File: src/sv/stbs_pkg.sv
`timescale 1ns / 1ps
// ----------------------------------------------------------------------------
// stbs_pkg: shared types and constants
// Item kinds, engine states and fixed field widths of the sorted-table search.
// ----------------------------------------------------------------------------
package stbs_pkg;

	// fixed widths of the channel and register fields
	localparam int COUNT_W = 11;
	localparam int INDEX_W = 10;
	localparam int KEY_W   = 32;

	// depth of the queue between front and engine
	localparam int QUEUE_DEPTH = 2;

	// opcode values of a request beat
	localparam logic OPC_WRITE  = 1'b0;
	localparam logic OPC_SEARCH = 1'b1;

	// what the front hands to the engine
	typedef enum logic [1:0] {
		KIND_WRITE,
		KIND_SEARCH,
		KIND_EMPTY
	} kind_t;

	typedef enum logic [1:0] {
		ENG_IDLE,
		ENG_PROBE,
		ENG_CMP,
		ENG_RESULT
	} eng_state_t;

endpackage

File: src/sv/stbs_req_if.sv
`timescale 1ns / 1ps
// ----------------------------------------------------------------------------
// stbs_req_if: request channel
// Valid/ready channel carrying table writes and search keys.
// ----------------------------------------------------------------------------
interface stbs_req_if;
	logic                          valid;
	logic                          ready;
	logic                          opcode;
	logic [stbs_pkg::INDEX_W-1:0]  entry_index;
	logic [stbs_pkg::KEY_W-1:0]    data_word;

	modport source (output valid, output opcode, output entry_index, output data_word,
		input ready);
	modport sink (input valid, input opcode, input entry_index, input data_word,
		output ready);
endinterface

File: src/sv/stbs_front.sv
`timescale 1ns / 1ps
// ----------------------------------------------------------------------------
// stbs_front: request intake
// Holds the entry count, takes request beats and turns them into queue words.
// ----------------------------------------------------------------------------
module stbs_front #(
	parameter int TABLE_DEPTH = 1024,
	parameter int ENTRY_WIDTH = 32,
	parameter int QW          = 2 + 2 * $clog2(TABLE_DEPTH) + ENTRY_WIDTH
) (
	input  logic                         clk,
	input  logic                         arst_n,
	input  logic                         cfg_we,
	input  logic [stbs_pkg::COUNT_W-1:0] cfg_wdata,
	stbs_req_if.sink                     req,
	input  logic                         q_full,
	output logic                         q_push,
	output logic [QW-1:0]                q_din
);

	localparam int AW = $clog2(TABLE_DEPTH);
	localparam int CW = $clog2(TABLE_DEPTH + 1);
	localparam int KW = (CW > stbs_pkg::COUNT_W) ? CW : stbs_pkg::COUNT_W;

	logic [stbs_pkg::COUNT_W-1:0] entry_count_q;
	logic [KW-1:0]                count_ext;
	logic [CW-1:0]                count_sat;
	logic                         in_range;
	stbs_pkg::kind_t              kind;
	logic [AW-1:0]                addr;
	logic [AW-1:0]                hi;
	logic [ENTRY_WIDTH-1:0]       word;
	logic                         beat;

	always_ff @(posedge clk or negedge arst_n) begin
		if (!arst_n) begin
			entry_count_q <= '0;
		end else if (cfg_we) begin
			entry_count_q <= cfg_wdata;
		end
	end

	// counts above the table size saturate
	always_comb begin
		count_ext = KW'(entry_count_q);
		if (count_ext > KW'(TABLE_DEPTH)) begin
			count_sat = CW'(TABLE_DEPTH);
		end else begin
			count_sat = CW'(count_ext);
		end
	end

	assign in_range = 32'(req.entry_index) < 32'(TABLE_DEPTH);
	assign word     = ENTRY_WIDTH'(req.data_word);
	assign hi       = AW'(count_sat - CW'(1));
	assign beat     = req.valid && req.ready;

	always_comb begin
		kind   = stbs_pkg::KIND_WRITE;
		addr   = '0;
		q_push = 1'b0;
		case (req.opcode)
			stbs_pkg::OPC_WRITE: begin
				kind   = stbs_pkg::KIND_WRITE;
				addr   = AW'(req.entry_index);
				// writes past the table are dropped here
				q_push = beat && in_range;
			end
			default: begin
				kind   = (count_sat == '0) ? stbs_pkg::KIND_EMPTY : stbs_pkg::KIND_SEARCH;
				q_push = beat;
			end
		endcase
	end

	assign q_din     = {kind, addr, word, hi};
	assign req.ready = !q_full;

endmodule

File: src/flat_wrapper.sv
// flat-port wrapper written by rule: the top's interface ports become plain ports
module stbs_front_flat 
#(
	parameter int TABLE_DEPTH = 1024,
	parameter int ENTRY_WIDTH = 32,
	parameter int QW          = 2 + 2 * $clog2(TABLE_DEPTH) + ENTRY_WIDTH
)
  (clk, arst_n, cfg_we, cfg_wdata, q_full, q_push, q_din, req_valid, req_opcode, req_entry_index, req_data_word, req_ready);
  stbs_req_if req_i ();
  input  logic clk;
  input  logic arst_n;
  input  logic cfg_we;
  input  logic [stbs_pkg::COUNT_W-1:0] cfg_wdata;
  input  logic q_full;
  output logic q_push;
  output logic [QW-1:0] q_din;
  input wire logic [$bits(req_i.valid)-1:0] req_valid;
  input wire logic [$bits(req_i.opcode)-1:0] req_opcode;
  input wire logic [$bits(req_i.entry_index)-1:0] req_entry_index;
  input wire logic [$bits(req_i.data_word)-1:0] req_data_word;
  output wire logic [$bits(req_i.ready)-1:0] req_ready;
  assign req_i.valid = req_valid;
  assign req_i.opcode = req_opcode;
  assign req_i.entry_index = req_entry_index;
  assign req_i.data_word = req_data_word;
  assign req_ready = req_i.ready;
  stbs_front #(.TABLE_DEPTH(TABLE_DEPTH), .ENTRY_WIDTH(ENTRY_WIDTH), .QW(QW)) u_core (.clk(clk), .arst_n(arst_n), .cfg_we(cfg_we), .cfg_wdata(cfg_wdata), .req(req_i), .q_full(q_full), .q_push(q_push), .q_din(q_din));
endmodule
File: config.mk
export PLATFORM = sky130hd
export DESIGN_NAME = stbs_front_flat
export DESIGN_NICKNAME = d
export VERILOG_FILES = /design/src/sv/stbs_pkg.sv /design/src/sv/stbs_req_if.sv /design/src/sv/stbs_front.sv /design/src/flat_wrapper.sv
export SDC_FILE = /design/constraint.sdc
export NUM_CORES = 1
export LEC_CHECK = 0
export BUFFER_PORTS_ARGS = -buffer_cell sky130_fd_sc_hd__clkbuf_2
export CELL_PAD_IN_SITES_DETAIL_PLACEMENT = 0
export CELL_PAD_IN_SITES_GLOBAL_PLACEMENT = 1
export CORE_MARGIN = 2
export CORE_UTILIZATION = 24
export CTS_BUF_LIST = sky130_fd_sc_hd__clkbuf_4
export CTS_CLUSTER_DIAMETER = 60
export DETAILED_ROUTE_END_ITERATION = 8
export PLACE_DENSITY = 0.93
export SYNTH_ARGS = -nofsm -noshare
export SYNTH_HDL_FRONTEND = slang
export SYNTH_SLANG_ARGS = --single-unit
export TNS_END_PERCENT = 20
File: constraint.sdc
create_clock -name clk -period 4.85 [get_ports clk]
set_input_delay 0.485 -clock clk [delete_from_list [all_inputs] [get_ports clk]]
set_output_delay 0.485 -clock clk [all_outputs]
set_load 0.005 [all_outputs]
Yosys cells after proc, flatten, opt, wreduce, memory -nomap -nowiden:

Cells that the tools add are included.

* register bits: 11
* bits of input ports: 59

* add/subtract/negate cells: 1
* order comparisons: 1
* multiplexer cells: 4
* reduce and logical (&&, ||, !) cells: 3

Operators by type and width (count)
* $gt 11x11->1 const B: 1
* $logic_not 11->1: 1
* $mux 11: 1
* $mux 10: 1
* $sub 10x1->10 const B: 1
* $mux 2: 2
* $logic_and 1x1->1: 1
* $logic_not 1->1: 1

Longest topological paths before layout:

Gate-level depths: netlist of run 1.

* depth after elaboration: 5
* mapped depth: 8

Least setup slack after synthesis of run 1:

OpenSTA, ideal clock, no wires.

* path kind: register to output
* start point: register u_core.entry_count_q, in the netlist u_core.count_ext[10]
* end point: output port q_din[4]
* arrival time: 1.650 ns
* required time: 4.365 ns
* slack: 2.715 ns
* stages on the path, launching flop included: 9
* path buffers: 2
* cells stage by stage: dfrtp_1 inv_1 clkbuf_1 nand2_1 ha_1 clkbuf_1 nand2_1 mux2i_1 a221oi_1

* cells in the longest elaborated chain, start to end: 3

Ends and longest elaborated chain
* start: declaration: RTL line stbs_front.sv:25 `logic [stbs_pkg::COUNT_W-1:0] entry_count_q;`
* start signal: assignment: RTL line stbs_front.sv:39 `entry_count_q <= cfg_wdata;`
* $gt 11x11->1: RTL line stbs_front.sv:46 `if (count_ext > KW'(TABLE_DEPTH)) begin`
* $mux 11: RTL line stbs_front.sv:46
* $sub 10x1->10: RTL line stbs_front.sv:55 `assign hi = AW'(count_sat - CW'(1));`
* end: declaration: RTL line flat_wrapper.sv:16 `output logic [QW-1:0] q_din;`

Every way passes these cells.

Final worst setup path of run 1:

Same ends and word-level chain as after synthesis.

==> reports/metrics.csv, run 1 <==
stage,metric,value,unit
timing,rsz0062_at_grt,no,
final_layout,nNetsFinal,196,
logic_synthesis,ys_top_cells_by_area,"dfrtp_1, buf_4, mux2_2",
clock_network,cts_resized,0,
route,initialDrtViolationCount,9,
final_layout,fin_area,1106,µm²
min_path,hp-class,input pin to asynchronous set/reset pin,
logic_synthesis,synth_cell_types,33,
route,dr_wl_met3,207,µm
timing,hold_viol,0,
place,gp_congestion,0.8152,
final_layout,final_cell_mix,"clkbuf_2, nor2b_1, dfrtp_1",
final_layout,syn2layout_area_growth,8.599,%
place,placed_area,1076,µm²
job,maxCapViolCount,0,
timing,fin_tns_setup,0,ps
worst_setup_path,rr_worst_depth,2,
pwr,cellLeakagePower,0.0005249,µW
logic_synthesis,synth-simple-area-share,23.83,%
logic_synthesis,synth-seq-area-share,27.03,%
worst_setup_path,crit_buf_inv,2,
timing,worst_slew_pin_slew,339.0,ps
worst_setup_path,worstSetupEndpointType,primary output,
clock_network,clk_latency,260,ps
worst_setup_path,crit_path_max_incr_delay,410,ps
worst_setup_path,path_common_cell,nand2_1,
worst_setup_path,startpoint_type,flop,
die,dieArea,4781,µm²
clock_network,numCtsBuffers,3,
logic_synthesis,synth_top_family_by_area,buffers and inverters,
final_layout,drive_gt1_share,51.11,%
route,viasPerCell,4.562,
grt,grt_pass1_wl,3705,µm
clock_network,path_clk_slew,60,ps
pwr,clkPwrFrac,24.3,%
timing,setup_ws,2414,ps
route,drc,0,
logic_synthesis,avgSynthCellArea,8.705,µm²
route,wl_met1,902,µm
die,chipHeight,69.15,µm
route,ant_nets,0,
pwr,p_comb_share,31.4,%
die,ios,115,
pwr,seq_power_share,44.3,%
timing,max_freq,410.5,MHz
final_layout,largest_reg_flops,11,
route,top_layer,met4,
route,totalWireLength,2194,µm
worst_setup_path,crit_path_top_delay_cell,dfrtp_1,
final_layout,fillers,435,
timing,slew_headroom,77.10,%
place,dpl.hpwl,1843,µm
grt,track_usage,9.249,%
outcome,status,"complete, no violations",
logic_synthesis,synth_top_area_share,27.03,%
route,wl_per_cell,11.86,µm
final_layout,diodes,0,
logic_synthesis,synth_top_cell_by_area,dfrtp_1,
pwr,p_per_area,240.7,nW/µm²
logic_synthesis,synth_xor_area_share,1.720,%
die,rows,23,
grt,grt_max_degree,13,
clock_network,cts_max_path_buffers,2,
grt,grt.overflow.total,0,
place,dp_cells,181,
die,core,4029,µm²
worst_setup_path,cp.depth,7,
timing,period_needed,2436,ps
grt,antenna_found_initial,0,
pwr,p_sw,82.71,µW
place,place.port_buffers,50,
pwr,ir_drop,0.0001368,V
logic_synthesis,yosysWarnings,0,
pwr,internal-power,183.5,µW
final_layout,final_common_cell,clkbuf_2,
clock_network,postCtsHoldBufs,0,
logic_synthesis,synth_cells,117,
timing,fin_crit_sh,50.23,%
logic_synthesis,synthesis.nets,177,
clock_network,htreeDepth,1,
clock_network,cts_tree,done,
final_layout,multi_input_area,473.0,µm²
timing,setup_viol,0,
logic_synthesis,synth_compound_area_share,7.617,%
grt,grt_pass1_vias,814,
worst_setup_path,required,4370,ps
logic_synthesis,syn_area,1018,µm²
clock_network,cts_setup_buffers,0,
route,vias,844,
worst_setup_path,critical_path_class,flop to primary output,
worst_setup_path,timing.critical_path.cells,inv_1 -> nand2_1 -> ha_1 -> nand2_1 -> mux2i_1 -> a221oi_1 -> clkbuf_2,
die,start_util,25.28,%
logic_synthesis,synthMuxAreaShare,12.04,%
worst_setup_path,r2r_setup_slack,3920,ps
pwr,power,266.2,µW
timing,drv_slew,0,
worst_setup_path,cp.arrival,1950,ps
worst_setup_path,cp_top_family,buffers and inverters,
timing,fin_worst_skew,0,ps
pwr,switching_share,31.07,%
logic_synthesis,synth-seq-cells,11,
place,pre_cts_ws,2690,ps
final_layout,register_area,275.3,µm²
final_layout,fin_cells,185,
clock_network,root_buffer,clkbuf_4,
route,drtPass1Iterations,4,
logic_synthesis,synthAdderAreaFrac,1.229,%
clock_network,clock_sinks,11,
die,die_w,69.15,µm
worst_setup_path,crit_fanout,12,
route,wl_met2,1017,µm
## layout make-up
type | count | share of cell area (%)
Multi-Input combinational cell | 66 | 42.76
Sequential cell | 11 | 24.89
Timing Repair Buffer | 50 | 22.62
Tap cell | 50 | 5.656
Clock buffer | 4 | 2.715
Inverter | 4 | 1.357
## metrics by stage
step,hold slack (ps),util [%]
after floorplan,189.4,-
after global placement,375.3,26.71
after detailed placement,374.3,26.71
after CTS,86.39,27.45
after global routing,99.43,27.45
final,87.69,27.45
## path summary, 6_finish.rpt
| kind | startpoint | to |
|---|---|---|
| max in group asynchronous | arst_n | u_core.count_ext[7] |
| worst max register to register | u_core.count_ext[10] | u_core.count_ext[10] |
| worst min register to register | u_core.count_ext[9] | u_core.count_ext[9] |
| worst min-delay path | arst_n | u_core.count_ext[2] |
| worst max-delay path | u_core.count_ext[10] | q_din[4] |
| min in group clk | cfg_wdata[2] | u_core.count_ext[2] |
## kinds of logic (layout without fill, tap and decap cells)
logic type	after synthesis	in the layout
simple gates	42	42
fa+ha+maj	1	1
flops	11	11
compound gates	10	10
buf+inv	40	58
xor+xnor	2	2
mux	11	11
## per-layer routing
metal  global-route usage [%]  up-vias
met3                    2.047       16
li1                         -      406
met2                    14.42       48
met4                    5.664        0
met1                    11.54      374
met5                        0        -
## worst register-to-register path, stage by stage, from the launching register on
cell and delay (ps):
dfrtp_1 410, inv_1 260, o21ai_0 140
## power by group through the flow
stage / clock network [µW] / logic [µW] / registers, µW
6_report: 64.6 / 83.6 / 118
5_1_grt: 71.5 / 94.4 / 120
4_1_cts: 68.5 / 85.8 / 118
3_5_place_dp: 0 / 85.5 / 120
3_3_place_gp: 0 / 84.5 / 119
2_1_floorplan: 0 / 70.2 / 114
## synth_stat cells, drive strengths merged
library cell  instances
or3                   2
nand3b                1
o41ai                 1
nor2b                11
nor4                  4
buf                  33
nand4                 1
xnor2                 2
nand2                 7
a21oi                 1
a211oi                1
or4                   2
nand3                 3
nor3                  3
ha                    1
o31ai                 1
mux2i                 1
o21ai                 2
inv                   4
a21o                  1
nor2                  6
dfrtp                11
or2                   1
clkbuf                3
a32o                  1
o211ai                1
and2                  1
mux2                 10
a221oi                1
No activity file was read; power rests on OpenSTA's default activity.
==> inputs of run 2 (changes only) <==
--- a/config.mk
+++ b/config.mk
@@ -5,15 +5,16 @@
 export SDC_FILE = /design/constraint.sdc
 export NUM_CORES = 1
 export LEC_CHECK = 0
+export ABC_AREA = 1
 export BUFFER_PORTS_ARGS = -buffer_cell sky130_fd_sc_hd__clkbuf_2
 export CELL_PAD_IN_SITES_DETAIL_PLACEMENT = 0
 export CELL_PAD_IN_SITES_GLOBAL_PLACEMENT = 1
 export CORE_MARGIN = 2
-export CORE_UTILIZATION = 24
+export CORE_UTILIZATION = 21
 export CTS_BUF_LIST = sky130_fd_sc_hd__clkbuf_4
 export CTS_CLUSTER_DIAMETER = 60
 export DETAILED_ROUTE_END_ITERATION = 8
-export PLACE_DENSITY = 0.93
+export PLACE_DENSITY = 0.86
 export SYNTH_ARGS = -nofsm -noshare
 export SYNTH_HDL_FRONTEND = slang
 export SYNTH_SLANG_ARGS = --single-unit
==> constraint.sdc (replaced) <==
create_clock -name clk -period 2.5 [get_ports clk]
set_input_delay 0.25 -clock clk [delete_from_list [all_inputs] [get_ports clk]]
set_output_delay 0.25 -clock clk [all_outputs]
set_load 0.005 [all_outputs]
==> reports/metrics.csv, run 2 <==
stage,metric,value,unit
worst_setup_path,cp_top_family,simple AND/OR/NAND/NOR gates,
logic_synthesis,async_reset_ff_share,100.0,%
die,rows,25,
die,ios,115,
worst_setup_path,timing.critical_path.cells,nor2_1 -> nand3_1 -> o21bai_4 -> nand2_1 -> ha_1 -> inv_1 -> nor2_1 -> nand3_1 -> nand3b_1 -> and2_1 -> clkbuf_2,
job,maxCapViolCount,0,
logic_synthesis,synth_top_cell_by_area,dfrtp_1,
timing,fin_tns_setup,0,ps
grt,grt_pass1_wl,3291,µm
logic_synthesis,synth_cells,147,
clock_network,cts_tree,done,
route,drc,0,
worst_setup_path,r2r_setup_slack,1690,ps
worst_setup_path,worstSetupEndpointType,primary output,
logic_synthesis,post-synth-top-count-cell,buf_4,
route,wl_per_cell,8.839,µm
route,vias,903,
route,viasPerCell,3.826,
route,drtPass1Iterations,4,
worst_setup_path,rr_endpoint,u_core.count_ext[6],
pwr,ir_drop,0.0002406,V
pwr,p_per_area,455.8,nW/µm²
clock_network,htreeDepth,1,
die,chipHeight,73.98,µm
worst_setup_path,critical_path_class,flop to primary output,
place,gp_congestion,0.7146,
min_path,hp-class,input pin to flop,
logic_synthesis,yosysWarnings,0,
final_layout,drive_gt1_share,37.28,%
grt,grt_max_degree,18,
final_layout,nNetsFinal,230,
pwr,power,529.8,µW
clock_network,numCtsBuffers,3,
clock_network,cts_max_path_buffers,2,
timing,fin_crit_sh,91.47,%
route,initialDrtViolationCount,14,
logic_synthesis,synth-seq-cells,11,
place,placed_area,1100,µm²
logic_synthesis,ys_top_cells_by_area,"dfrtp_1, buf_4, nand2_1",
timing,period_needed,2287,ps
logic_synthesis,synthesis.nets,207,
place,place.port_buffers,50,
logic_synthesis,avgSynthCellArea,6.997,µm²
worst_setup_path,required,2250,ps
worst_setup_path,cp.arrival,2040,ps
die,dieArea,5473,µm²
timing,drv_slew,0,
final_layout,fillers,532,
worst_setup_path,cp.depth,11,
clock_network,clk_latency,260,ps
final_layout,fin_area,1162,µm²
route,ant_nets,0,
final_layout,multi_input_area,404.1,µm²
worst_setup_path,crit_fanout,5,
worst_setup_path,critPathLaunch,u_core.count_ext[0],
die,core,4723,µm²
clock_network,clock_sinks,11,
worst_setup_path,r2r-start,u_core.count_ext[6],
grt,grt.overflow.total,0,
logic_synthesis,synth_flop_cell,dfrtp_1,
timing,slew_headroom,65.57,%
clock_network,path_clk_slew,60,ps
logic_synthesis,synth_edf_count,0,
logic_synthesis,syn_area,1028,µm²
logic_synthesis,synth-seq-area-share,26.76,%
timing,worst_slew_pin_slew,512.1,ps
logic_synthesis,synth_cell_types,19,
final_layout,final_common_cell,clkbuf_2,
die,start_util,21.77,%
final_layout,diodes,0,
pwr,cellLeakagePower,0.0006766,µW
worst_setup_path,crit_path_max_incr_delay,400,ps
timing,hold_viol,0,
clock_network,root_buffer,clkbuf_4,
timing,rsz0062_at_grt,no,
worst_setup_path,crit_buf_inv,2,
grt,antenna_found_initial,0,
timing,fin_worst_skew,0,ps
worst_setup_path,startpoint_type,flop,
die,die_w,73.98,µm
clock_network,cts_resized,0,
timing,setup_viol,0,
final_layout,final_cell_mix,"clkbuf_2, nand2_1, inv_1",
final_layout,syn2layout_area_growth,13.02,%
final_layout,register_area,275.3,µm²
route,totalWireLength,2086,µm
grt,grt_pass1_vias,790,
logic_synthesis,synth_common_cells,"buf_4, nand2_1, inv_1",
worst_setup_path,rr_worst_depth,1,
grt,track_usage,7.560,%
worst_setup_path,crit_path_top_delay_cell,dfrtp_1,
final_layout,largest_reg_flops,11,
place,dpl.hpwl,1803,µm
timing,max_freq,437.3,MHz
logic_synthesis,synth_top_area_share,26.76,%
outcome,status,"complete, no violations",
worst_setup_path,cp-endpoint,q_din[52],
==> run 2: changes by cell type in the layout (fill, tap and decap cells not counted), sizes merged, moves of 5 or more <==
cell | previous run | this run
nor2b | 11 | 0
inv | 4 | 23
o21ai | 2 | 9
nor2 | 6 | 22
nand2 | 7 | 26
mux2 | 10 | 5
==> run 2: repair_timing <==
action | in CTS | in global routing
hold endpoints to repair | 11 | 0
setup endpoints to repair | 0 | 5
buffers inserted | 0 | 3
hold buffers | 1 | 0
==> run 2: area by class of cell <==
| class | count | area share, % |
|---|---|---|
| clock buffer | 4 | 2.583 |
| inverter | 23 | 7.427 |
| multi-input combinational | 77 | 34.77 |
| sequential | 11 | 23.68 |
| tap | 67 | 7.212 |
| timing repair buffer | 54 | 24.33 |
==> run 2: worst min-delay path by stage <==
stage | slack [ps] | from | cells after the start | endpoint
2_1_floorplan | -50 | arst_n | 0 | u_core.count_ext[0]
3_3_place_gp | 140 | arst_n | 1 | u_core.count_ext[7]
3_5_place_dp | 140 | arst_n | 1 | u_core.count_ext[7]
4_1_cts | 190 | cfg_wdata[10] | 3 | u_core.count_ext[10]
5_1_grt | 200 | cfg_wdata[7] | 3 | u_core.count_ext[7]
6_report | 190 | cfg_wdata[4] | 3 | u_core.count_ext[4]
==> run 2: kinds of logic (layout without fill, tap and decap cells) <==
| logic type | after synthesis | count (layout) | share of synthesized area, % |
|---|---|---|---|
| compound gates | 12 | 12 | 7.786 |
| xor+xnor | 4 | 4 | 3.406 |
| mux | 5 | 5 | 5.474 |
| buf+inv | 59 | 81 | 33.94 |
| simple gates | 55 | 55 | 21.41 |
| fa+ha+maj | 1 | 1 | 1.216 |
| flops | 11 | 11 | 26.76 |
==> run 2: worst min-delay path: cells and delay by family <==
kind            cells  cell delay (ps)
simple gates        1               40
buf+inv             1               70
compound gates      1               50
==> run 2: layer usage <==
layer  vias up  global-route usage, %  routed length, µm
met5         -                      0                  0
met4         0                  3.636                 38
met3         8                  2.439                252
met2        51                  12.20                892
met1       386                  9.098                903
li1        458                      -                  -
==> run 2: power breakdown <==
| group | switching, µW | total (µW) | leakage, µW | internal [µW] |
|---|---|---|---|---|
| clock | 57.6 | 130 | 0.0000184 | 72.6 |
| combinational | 98.1 | 189 | 0.000527 | 91.2 |
| sequential | 15.5 | 210 | 0.000131 | 195 |
| total | 171 | 530 | 0.000677 | 359 |
==> run 2: through the flow <==
stage                     utilization, %  instances  hold WS, ps  setup slack [ps]
after floorplan                        -        147       -45.59             625.1
after global placement             23.28        228        135.2             420.3
after detailed placement           23.28        228        140.8             340.7
after CTS                          24.13        233        186.1             38.12
after global routing               24.61        236        203.9             3.390
final                              24.61        236        188.3             213.2
==> inputs of run 3 (changes only) <==
--- a/config.mk
+++ b/config.mk
@@ -6,15 +6,15 @@
 export NUM_CORES = 1
 export LEC_CHECK = 0
 export ABC_AREA = 1
-export BUFFER_PORTS_ARGS = -buffer_cell sky130_fd_sc_hd__clkbuf_2
 export CELL_PAD_IN_SITES_DETAIL_PLACEMENT = 0
 export CELL_PAD_IN_SITES_GLOBAL_PLACEMENT = 1
 export CORE_MARGIN = 2
-export CORE_UTILIZATION = 21
+export CORE_UTILIZATION = 30
 export CTS_BUF_LIST = sky130_fd_sc_hd__clkbuf_4
 export CTS_CLUSTER_DIAMETER = 60
 export DETAILED_ROUTE_END_ITERATION = 8
-export PLACE_DENSITY = 0.86
+export DONT_BUFFER_PORTS = 1
+export PLACE_DENSITY = 0.69
 export SYNTH_ARGS = -nofsm -noshare
 export SYNTH_HDL_FRONTEND = slang
 export SYNTH_SLANG_ARGS = --single-unit
==> reports/metrics.csv, run 3 (synthesized netlist as in run 2, its figures left out) <==
stage,metric,value,unit
final_layout,nNetsFinal,178,
grt,antenna_found_initial,0,
timing,worst_slew_pin_slew,484.7,ps
route,vias,751,
worst_setup_path,crit_buf_inv,2,
grt,track_usage,9.947,%
final_layout,drive_gt1_share,9.402,%
grt,grt_max_degree,18,
timing,rsz0062_at_grt,no,
die,die_w,62.55,µm
worst_setup_path,critical_path_class,flop to primary output,
worst_setup_path,timing.critical_path.cells,inv_1 -> o21bai_4 -> nand2_1 -> ha_1 -> inv_1 -> nor2_1 -> nand3_1 -> nand3b_1 -> and2_1,
timing,hold_viol,0,
min_path,hp-class,input pin to flop,
route,initialDrtViolationCount,10,
die,start_util,31.07,%
worst_setup_path,required,2250,ps
die,rows,21,
job,maxCapViolCount,0,
die,core,3311,µm²
outcome,status,"complete, no violations",
timing,drv_slew,0,
clock_network,cts_resized,0,
route,wl_per_cell,12.55,µm
clock_network,cts_tree,done,
place,placed_area,823.3,µm²
timing,setup_viol,0,
final_layout,diodes,0,
clock_network,numCtsBuffers,3,
place,place.port_buffers,0,
route,ant_nets,0,
grt,grt_pass1_vias,687,
timing,fin_crit_sh,89.72,%
die,ios,115,
timing,slew_headroom,67.41,%
timing,fin_worst_skew,0,ps
worst_setup_path,startpoint_type,flop,
final_layout,fin_area,870.8,µm²
pwr,p_per_area,530.0,nW/µm²
worst_setup_path,crit_fanout,5,
route,drtPass1Iterations,2,
pwr,power,461.5,µW
final_layout,largest_reg_flops,11,
pwr,ir_drop,0.0002322,V
timing,fin_tns_setup,0,ps
route,viasPerCell,4.607,
timing,period_needed,2243,ps
die,dieArea,3913,µm²
timing,max_freq,445.8,MHz
route,totalWireLength,2046,µm
pwr,cellLeakagePower,0.0004561,µW
die,chipHeight,62.55,µm
clock_network,clk_latency,260,ps
clock_network,cts_max_path_buffers,2,
final_layout,fin_cells,163,
worst_setup_path,path_common_cell,inv_1,
clock_network,path_clk_slew,70,ps
worst_setup_path,cp.arrival,1990,ps
final_layout,final_common_cell,nand2_1,
grt,grt_pass1_wl,3146,µm
grt,grt.overflow.total,0,
clock_network,clock_sinks,11,
worst_setup_path,worstSetupEndpointType,primary output,
worst_setup_path,crit_path_top_delay_cell,dfrtp_1,
clock_network,htreeDepth,1,
place,dp_cells,157,
worst_setup_path,cp_top_family,simple AND/OR/NAND/NOR gates,
clock_network,root_buffer,clkbuf_4,
place,gp_congestion,0.8079,
final_layout,syn2layout_area_growth,-15.33,%
place,dpl.hpwl,1748,µm
final_layout,final_cell_mix,"nand2_1, inv_1, nor2_1",
route,drc,0,
worst_setup_path,crit_path_max_incr_delay,370,ps
run 3: cell count changes in the layout (fill, tap and decap cells not counted), sizes merged:
cell / delta
clkbuf: -50
buf: -2
run 3: layout make-up:
cell class | instances | area [µm²]
fill | 382 | 2440
multi-input combinational | 77 | 404.1
sequential | 11 | 275.3
inverter | 23 | 86.33
tap | 46 | 57.56
clock buffer | 4 | 30.03
timing repair buffer | 2 | 17.52
run 3: power breakdown:
part	total (µW)	internal, µW	switching [µW]
registers	210	195	15.0
clock network	128	72.6	55.2
logic	124	47.7	76.1
total	462	315	146
run 3: routing by layer:
metal  global-route usage (%)  vias up  wire length [µm]
met4                    8.889        0                99
met2                    15.73       63               908
li1                         -      352                 -
met1                    9.854      320               769
met5                        0        -                 0
met3                    4.324       16               268
run 3: timing repair:
action,4_1_cts,5_1_grt
hold buffers,1,0
setup buffers,0,1
endpoints found under the hold margin,11,0
endpoints found under the setup margin,0,2
run 3: worst paths after layout:
kind                                 startpoint                   to  slack, ps  cells past startpoint
max reg2reg                 u_core.count_ext[6]  u_core.count_ext[6]       1700                      1
min                                      cfg_we  u_core.count_ext[2]         80                      1
min in group asynchronous                arst_n  u_core.count_ext[4]        370                      1
max in group asynchronous                arst_n  u_core.count_ext[7]       1800                      1
max                        u_core.count_ext[10]            q_din[52]        260                      9
min reg2reg                 u_core.count_ext[0]  u_core.count_ext[0]        540                      1
run 3: metrics by stage:
step           utilization (%)  setup WS (ps)  hold slack [ps]
2_1_floorplan                -          625.1           -45.59
3_3_place_gp             24.87          426.8           -45.32
3_5_place_dp             24.87          389.7           -45.32
4_1_cts                  26.08          92.31            80.42
5_1_grt                  26.30          76.03            83.55
6_report                 26.30          257.0            84.20
